==> src/rtl/core/kut_pkg.sv <==
// Shared types, constants and preset entries of the keyed user table.
package kut_pkg;

   // Table geometry.
   localparam int TABLE_DEPTH = 16;
   localparam int IDX_W       = $clog2(TABLE_DEPTH);
   localparam int CNT_W       = $clog2(TABLE_DEPTH + 1);
   localparam int ID_W        = 32;
   localparam int PIN_W       = 32;
   localparam int COUNT_OUT_W = 5;
   localparam int RESET_COUNT = 2;

   // Request commands.
   typedef enum logic [1:0] {
      CMD_LOOKUP = 2'd0,
      CMD_ADD    = 2'd1,
      CMD_DELETE = 2'd2,
      CMD_EDIT   = 2'd3
   } cmd_type;

   // Controller states.
   typedef enum logic [1:0] {
      ST_IDLE,
      ST_SCAN,
      ST_FINISH
   } state_type;

   // One stored user entry.
   typedef struct packed {
      logic [ID_W-1:0]  id;
      logic [PIN_W-1:0] pin;
      logic             admin;
   } entry_type;

   // Users present after reset.
   localparam entry_type PRESET_ENTRY0 = '{id: 32'd12345678, pin: 32'd12345, admin: 1'b1};
   localparam entry_type PRESET_ENTRY1 = '{id: 32'd22747207, pin: 32'd800, admin: 1'b0};

   // Request beat.
   typedef struct packed {
      cmd_type          cmd;
      logic [ID_W-1:0]  key_id;
      logic [PIN_W-1:0] pin_value;
      logic             new_admin;
      logic             requester_admin;
   } req_payload_type;

   // Response beat.
   typedef struct packed {
      logic                   ok;
      logic [PIN_W-1:0]       pin_out;
      logic                   admin_out;
      logic [COUNT_OUT_W-1:0] entry_count;
   } rsp_payload_type;

   // Search token that walks down the row of cells.
   typedef struct packed {
      logic             valid;
      req_payload_type  req;
      logic             hit;
      logic [IDX_W-1:0] hit_idx;
      entry_type        hit_entry;
      entry_type        last_entry;
   } packet_type;

   // Write command broadcast from the controller to the cells.
   typedef struct packed {
      logic             en;
      logic             pin_only;
      logic [IDX_W-1:0] idx;
      entry_type        data;
   } write_type;

endpackage

==> src/rtl/core/kut_cell.sv <==
// One table cell: holds one entry and forwards the search token to its neighbor.
module kut_cell import kut_pkg::*; (
   input  logic             clock,
   input  logic             reset,
   input  logic [IDX_W-1:0] cell_idx,
   input  logic [CNT_W-1:0] count,
   input  write_type        wr,
   input  packet_type       chain_rx,
   output packet_type       chain_tx
);

   entry_type  entry_ff;
   packet_type pkt_ff;
   packet_type pkt_in;
   logic       live;
   logic       is_last;

   // Slot position relative to the number of valid entries.
   assign live    = CNT_W'(cell_idx) < count;
   assign is_last = (CNT_W'(cell_idx) + CNT_W'(1)) == count;

   // Compare the token key with this entry and pick up the last valid entry.
   always_comb begin
      pkt_in = chain_rx;
      if (chain_rx.valid && live && !chain_rx.hit && entry_ff.id == chain_rx.req.key_id) begin
         pkt_in.hit       = 1'b1;
         pkt_in.hit_idx   = cell_idx;
         pkt_in.hit_entry = entry_ff;
      end
      if (is_last) begin
         pkt_in.last_entry = entry_ff;
      end
   end

   // Token stage toward the next cell.
   always_ff @(posedge clock) begin
      if (reset) begin
         pkt_ff.valid <= 1'b0;
      end else begin
         pkt_ff <= pkt_in;
      end
   end

   assign chain_tx = pkt_ff;

   // Entry storage; the first two slots hold the preset users after reset.
   always_ff @(posedge clock) begin
      if (reset) begin
         if (cell_idx == IDX_W'(0)) begin
            entry_ff <= PRESET_ENTRY0;
         end else if (cell_idx == IDX_W'(1)) begin
            entry_ff <= PRESET_ENTRY1;
         end
      end else if (wr.en && wr.idx == cell_idx) begin
         if (wr.pin_only) begin
            entry_ff.pin <= wr.data.pin;
         end else begin
            entry_ff <= wr.data;
         end
      end
   end

endmodule

==> config.mk <==
export PLATFORM = sky130hd
export DESIGN_NAME = kut_cell
export DESIGN_NICKNAME = d
export VERILOG_FILES = /design/src/rtl/core/kut_pkg.sv /design/src/rtl/core/kut_cell.sv
export SDC_FILE = /design/constraint.sdc
export NUM_CORES = 1
export LEC_CHECK = 0
export BUFFER_PORTS_ARGS = -buffer_cell sky130_fd_sc_hd__buf_2
export CAP_MARGIN = 0
export CORE_ASPECT_RATIO = 2
export CORE_MARGIN = 8
export CORE_UTILIZATION = 35
export CTS_CLUSTER_SIZE = 8
export DETAILED_ROUTE_END_ITERATION = 16
export HOLD_SLACK_MARGIN = 0.15
export PLACE_DENSITY = 0.62
export SLEW_MARGIN = 20
export SYNTH_ARGS = -nofsm -noshare
export SYNTH_HDL_FRONTEND = slang
export SYNTH_SLANG_ARGS = --single-unit
export TNS_END_PERCENT = 50
==> constraint.sdc <==
create_clock -name clock -period 9.65 [get_ports clock]
set_input_delay 0.4825 -clock clock [delete_from_list [all_inputs] [get_ports clock]]
set_output_delay 0.4825 -clock clock [all_outputs]
set_load 0.02 [all_outputs]
==> flow_metrics.env, run 1 <==
export IMPL_ys_flop_type="edfxtp_1"
export IMPL_synthCells=589
export IMPL_syn2layout_area_growth_pct=41.4
export IMPL_timing_critical_path_buf_inv=4
export IMPL_fmax_mhz=344
export IMPL_crit_path_start_kind="input pin"
export IMPL_drc=0
export IMPL_p_total_uw=2960
export IMPL_crit_type="input pin to flip-flop"
export IMPL_slowest_stage="a21boi_4"
export IMPL_grt_pass1_wl_um=53600
export IMPL_cts_inserted_buffers=39
export IMPL_port_buffers=489
export IMPL_die_x_um=140
export IMPL_hold_viol_final=0
export IMPL_setup_viol=0
export IMPL_drv_slew=0
export IMPL_fin_nets=1449
export IMPL_arrival_ns=3.13
export IMPL_crit_chain="buf_4 > inv_8 > nand4_1 > o21ai_4 > buf_4 > a21boi_4 > buf_16"
export IMPL_avgRoutedWirePerCell_um=24.4
export IMPL_crit_fanout=91
export IMPL_rsz0062_at_grt="false"
export IMPL_wl_um=37600
export IMPL_cts_clk_slew_worst_paths_ns=0.05
export IMPL_grt_use_total=0.196
export IMPL_die_area_sq_um=37200
export IMPL_maxSlewHeadroom=0.273
export IMPL_avgSynthCellArea_sq_um=18.4
export IMPL_fin_util=0.500
export IMPL_finalClockSkew_ns=0.0137
export IMPL_synthDominantCellAreaShare=0.742
export IMPL_fin_crit_ns=2.90
export IMPL_layout_setup_ws_ns=6.75
export IMPL_place_gp_congestion=0.860
export IMPL_synth_cells_most_frequent="edfxtp_1, mux2_2, mux2_1"
export IMPL_clk_path_buf_depth=3
export IMPL_outcome="completed"
export IMPL_yosys_warnings=0
export IMPL_cp_required_ns=9.87
export IMPL_overflow=0
export IMPL_h_tree_depth=2
export IMPL_syn_area_sq_um=10800
export IMPL_cts_root_buf="clkbuf_16"
export IMPL_grt_max_degree=92
export IMPL_vias_per_cell=4.84
export IMPL_maxCapViolations=0
export IMPL_synth_async_reset_ratio=0
export IMPL_clk_latency_ns=0.52
export IMPL_die_height_um=265
export IMPL_hold_class="input pin to flip-flop"
export IMPL_drive_gt1_frac=0.542
export IMPL_first_global_vias=8282
export IMPL_synth_seq_cells=269
export IMPL_r2r_setup_slack_ns=7.01
export IMPL_synth_edf_count=268
export IMPL_multi_input_area_sq_um=2630
export IMPL_power_leakage_uw=0.00620
export IMPL_synth_seq_area_share=0.744
export IMPL_dp_slack_ns=6.04
export IMPL_antenna_found_initial=15
export IMPL_rows=91
export IMPL_yosys_cell_count_top_type="edfxtp_1"
export IMPL_area_sequential_sq_um=8070
export IMPL_cts_tree="yes"
export IMPL_coreArea_sq_um=30600
export IMPL_endpoint_kind="flip-flop"
export IMPL_tns_ns=0
export IMPL_max_stage_delay_ns=0.67
export IMPL_dp_hpwl_um=28300
export IMPL_synth_nets=882
export IMPL_vias=7480
export IMPL_cellPowerDensity_nw_per_um2=193
export IMPL_cts_resized=0
export IMPL_ir_drop_mv=0.140
export IMPL_cts_setup_buffers=0
export IMPL_dr_pass1_iters=5
export IMPL_path_common_cell="buf_4"
export IMPL_io_pins=490
export IMPL_worst_pin_slew_ns=1.09
export IMPL_drtIter0Drc=283
export IMPL_period_share=0.301
export IMPL_ant_nets=0
export IMPL_synthTopCellsByArea="edfxtp_1, mux2_2, mux2_1"
export IMPL_yosysUniqueCellTypes=32
export IMPL_clock_sinks=269
export IMPL_n_fill_cell=2656
export IMPL_hold_slack_ns=0.188
export IMPL_crit_family="buffers and inverters"
export IMPL_start_util=0.354
export IMPL_synth_top_area_cell="edfxtp_1"
export IMPL_cts_hold_buffers=53
cell families after synthesis:
group / share of synthesized area
muxes: 0.139
buffers and inverters: 0.0155
DFF: 0.744
xor gates and xnor gates: 0.0323
AOI/OAI and AO/OA: 0.0158
and+or+nand+nor: 0.0450
adders and majority gates: 0.00808
area by class of cell:
type                    count  area share
diodes                      6    0.000980
well taps                 372      0.0304
repair buffers            549       0.199
multi-input cells         291       0.172
flip-flops and latches    269       0.526
inverters                   6     0.00196
clock inverters             4     0.00384
clock buffers              47      0.0656
per-layer routing:
metal	track usage	routed length (um)
met5	0	92
met4	0.0602	805
met3	0.0937	4610
met2	0.348	19000
met1	0.199	13100
power breakdown:
part,internal (uW),switching (uW),total (uW)
combinational,143,204,346
clock,729,481,1210
sequential,1380,29.0,1410
metrics by stage:
stage | cells | instance area, sq um
final | 1544 | 15300
after global routing | 1541 | 15300
after CTS | 1538 | 15300
after detailed placement | 1434 | 13700
after global placement | 1433 | 13700
after floorplan | 589 | 10800
worst register-to-register path: stages (launching register included):
cell and delay [ns]:
edfxtp_1 0.44, xnor2_1 0.26, nand4_1 0.19, nor4b_1 0.39, nand4_1 0.13, buf_4 0.45
mux2_2 0.51
registers in the layout, summed over array words and instances, names as in the netlist:
signal,count
chain_tx,204
entry_ff,65
placed cells by master, fill, tap and decap left out, types with 2 or more instances in the layout:
cell type / instances
mux2_1: 50
dlygate4sd3_1: 53
buf_4: 7
o21a_1: 13
inv_1: 5
nor2_1: 22
clkbuf_1: 8
clkbuf_16: 39
ha_1: 7
mux2_2: 84
diode_2: 6
xor2_1: 6
o21ai_0: 3
nor3_1: 2
edfxtp_1: 268
nand4_1: 9
xnor2_1: 34
or2_2: 6
nor2b_1: 39
nand2_1: 2
nand3_1: 3
buf_2: 488
final timing paths:
| check | startpoint | endpoint | depth (start not counted) |
|---|---|---|---|
| setup / recovery | reset | entry_ff[58] | 7 |
| hold / removal | chain_rx[183] | chain_tx[183] | 1 |
| setup reg to reg | entry_ff[64] | chain_tx[84] | 6 |
| hold reg to reg | entry_ff[16] | chain_tx[16] | 1 |
Power figures use the tool's default switching activity.
==> inputs of run 2 (changes only) <==
==> constraint.sdc (replaced) <==
create_clock -name clock -period 2.45 [get_ports clock]
set_input_delay 0.1225 -clock clock [delete_from_list [all_inputs] [get_ports clock]]
set_output_delay 0.1225 -clock clock [all_outputs]
set_load 0.02 [all_outputs]
==> run 2 against run 1 <==
Clock-buffer cell count is 1 higher. Setup slack worse by 6.7 ns. Sequential share of layout area is 7.1 points lower. Critical path depth is 3 higher. Clock skew is 0.0032 ns lower. Hold slack better by 0.029 ns. Wire length is 9.2% higher. Critical endpoint is now chain_tx[40]. Largest cell class unchanged. Largest power group unchanged.
==> flow_metrics.env, run 2 (same netlist as run 1, synthesis figures left out) <==
export IMPL_outcome="completed"
export IMPL_dr_pass1_iters=4
export IMPL_die_area_sq_um=37200
export IMPL_fin_util=0.578
export IMPL_worst_pin_slew_ns=0.805
export IMPL_antenna_found_initial=6
export IMPL_maxSlewHeadroom=0.462
export IMPL_cts_clk_slew_worst_paths_ns=0.06
export IMPL_clk_path_buf_depth=3
export IMPL_slowest_stage="dlygate4sd3_1"
export IMPL_drive_gt1_frac=0.463
export IMPL_cp_required_ns=2.70
export IMPL_port_buffers=489
export IMPL_crit_chain="dlygate4sd3_1 > buf_2 > ha_1 > xnor2_1 > a21oi_1 > o21ai_1 > a2111oi_4 > buf_4 > buf_6 > mux2_1"
export IMPL_ff2ff_path_depth=7
export IMPL_crit_fanout=23
export IMPL_coreArea_sq_um=30600
export IMPL_wl_um=41100
export IMPL_arrival_ns=2.65
export IMPL_cts_tree="yes"
export IMPL_grt_max_degree=99
export IMPL_stdcell_count=1780
export IMPL_ir_drop_mv=0.628
export IMPL_rows=91
export IMPL_fmax_mhz=417
export IMPL_first_global_vias=9524
export IMPL_drc=0
export IMPL_avgRoutedWirePerCell_um=23.1
export IMPL_fin_crit_ns=2.40
export IMPL_overflow=0
export IMPL_place_inst=1446
export IMPL_finalClockSkew_ns=0.0105
export IMPL_final_cell_mix="buf_2, dlygate4sd3_1, edfxtp_1"
export IMPL_maxCapViolations=0
export IMPL_vias_per_cell=4.73
export IMPL_power_leakage_uw=0.00721
export IMPL_ant_nets=0
export IMPL_setup_viol=0
export IMPL_crit_path_start_kind="input pin"
export IMPL_clk_latency_ns=0.52
export IMPL_dp_hpwl_um=28100
export IMPL_die_x_um=140
export IMPL_area_sequential_sq_um=8070
export IMPL_cellPowerDensity_nw_per_um2=681
export IMPL_max_stage_delay_ns=0.54
export IMPL_io_pins=490
export IMPL_vias=8418
export IMPL_die_height_um=265
export IMPL_crit_type="input pin to flip-flop"
export IMPL_rsz0062_at_grt="true"
export IMPL_syn2layout_area_growth_pct=63.2
export IMPL_grt_pass1_wl_um=59900
export IMPL_hold_viol_final=0
export IMPL_largest_register_ffs=204
export IMPL_cts_root_buf="clkbuf_16"
export IMPL_final_common_cell="buf_2"
export IMPL_cts_inserted_buffers=39
export IMPL_fin_nets=1685
export IMPL_drv_slew=0
export IMPL_place_gp_congestion=0.840
export IMPL_hold_class="input pin to flip-flop"
export IMPL_endpoint_kind="flip-flop"
export IMPL_clock_sinks=269
export IMPL_multi_input_area_sq_um=2640
export IMPL_holdPathStages=2
export IMPL_n_fill_cell=2310
export IMPL_period_share=0.979
export IMPL_grt_use_total=0.213
export IMPL_drtIter0Drc=344
export IMPL_start_util=0.354
export IMPL_h_tree_depth=2
## run 2: cell types whose count changed in the layout (fill, tap and decap cells not counted), moves of 2 or more
cell / change
dlygate4sd3_1: +221
clkbuf_16: +2
buf_4: +9
buf_12: +4
## run 2: final timing paths
check,from,endpoint,slack (ns)
max,cell_idx[0],chain_tx[40],0.05
min,reset,chain_tx[189],0.22
max reg2reg,entry_ff[49],chain_tx[125],0.09
min reg2reg,entry_ff[22],chain_tx[22],0.56
## run 2: worst max-delay path, delay by kind of cell
kind | cells | cell delay, ns
xor+xnor | 1 | 0.14
mux | 1 | 0.37
compound gates | 3 | 0.54
buf+inv | 4 | 1.22
fa+ha+maj | 1 | 0.25
## run 2: layer usage
metal  wire (um)  GRT usage
met1       15000      0.230
met2       19900      0.359
met3        4570     0.0863
met4        1600     0.0943
met5           0          0
## run 2: what timing repair did
item                                    4_1_cts  5_1_grt
pin swaps                                     1        1
hold buffers                                274        0
resized for setup                             1        1
endpoints found under the setup margin       69       65
endpoints found under the hold margin       302        0
setup buffers                                 1        1
gates cloned                                  0        1
## run 2: per-stage QoR
stage / TNS (ns) / cell area [sq um] / total power, uW / hold WS (ns) / setup WS [ns]
finish: 0 / 17700 / 12100 / 0.217 / 0.0515
global route: -1.85 / 17700 / 12500 / 0.200 / -0.0640
CTS: 0 / 17700 / 12200 / 0.190 / 0.0409
detailed placement: -4.29 / 13800 / 6950 / 0.301 / -0.110
global placement: -6.78 / 13800 / 6930 / 0.300 / -0.131
floorplan: -564.63 / 10800 / 6290 / 0.221 / -6.44
## run 2: cell type report
type,count,share of cell area
clock buffer,48,0.0583
timing repair buffer,785,0.307
tap,372,0.0263
inverter,6,0.00148
multi-input combinational,291,0.149
antenna,6,0.000848
sequential,269,0.456
clock inverter,3,0.00170
## run 2: where the power goes
group / switching, uW / internal [uW]
registers: 111 / 5430
logic: 892 / 805
clock network: 1900 / 2920
total: 2900 / 9150
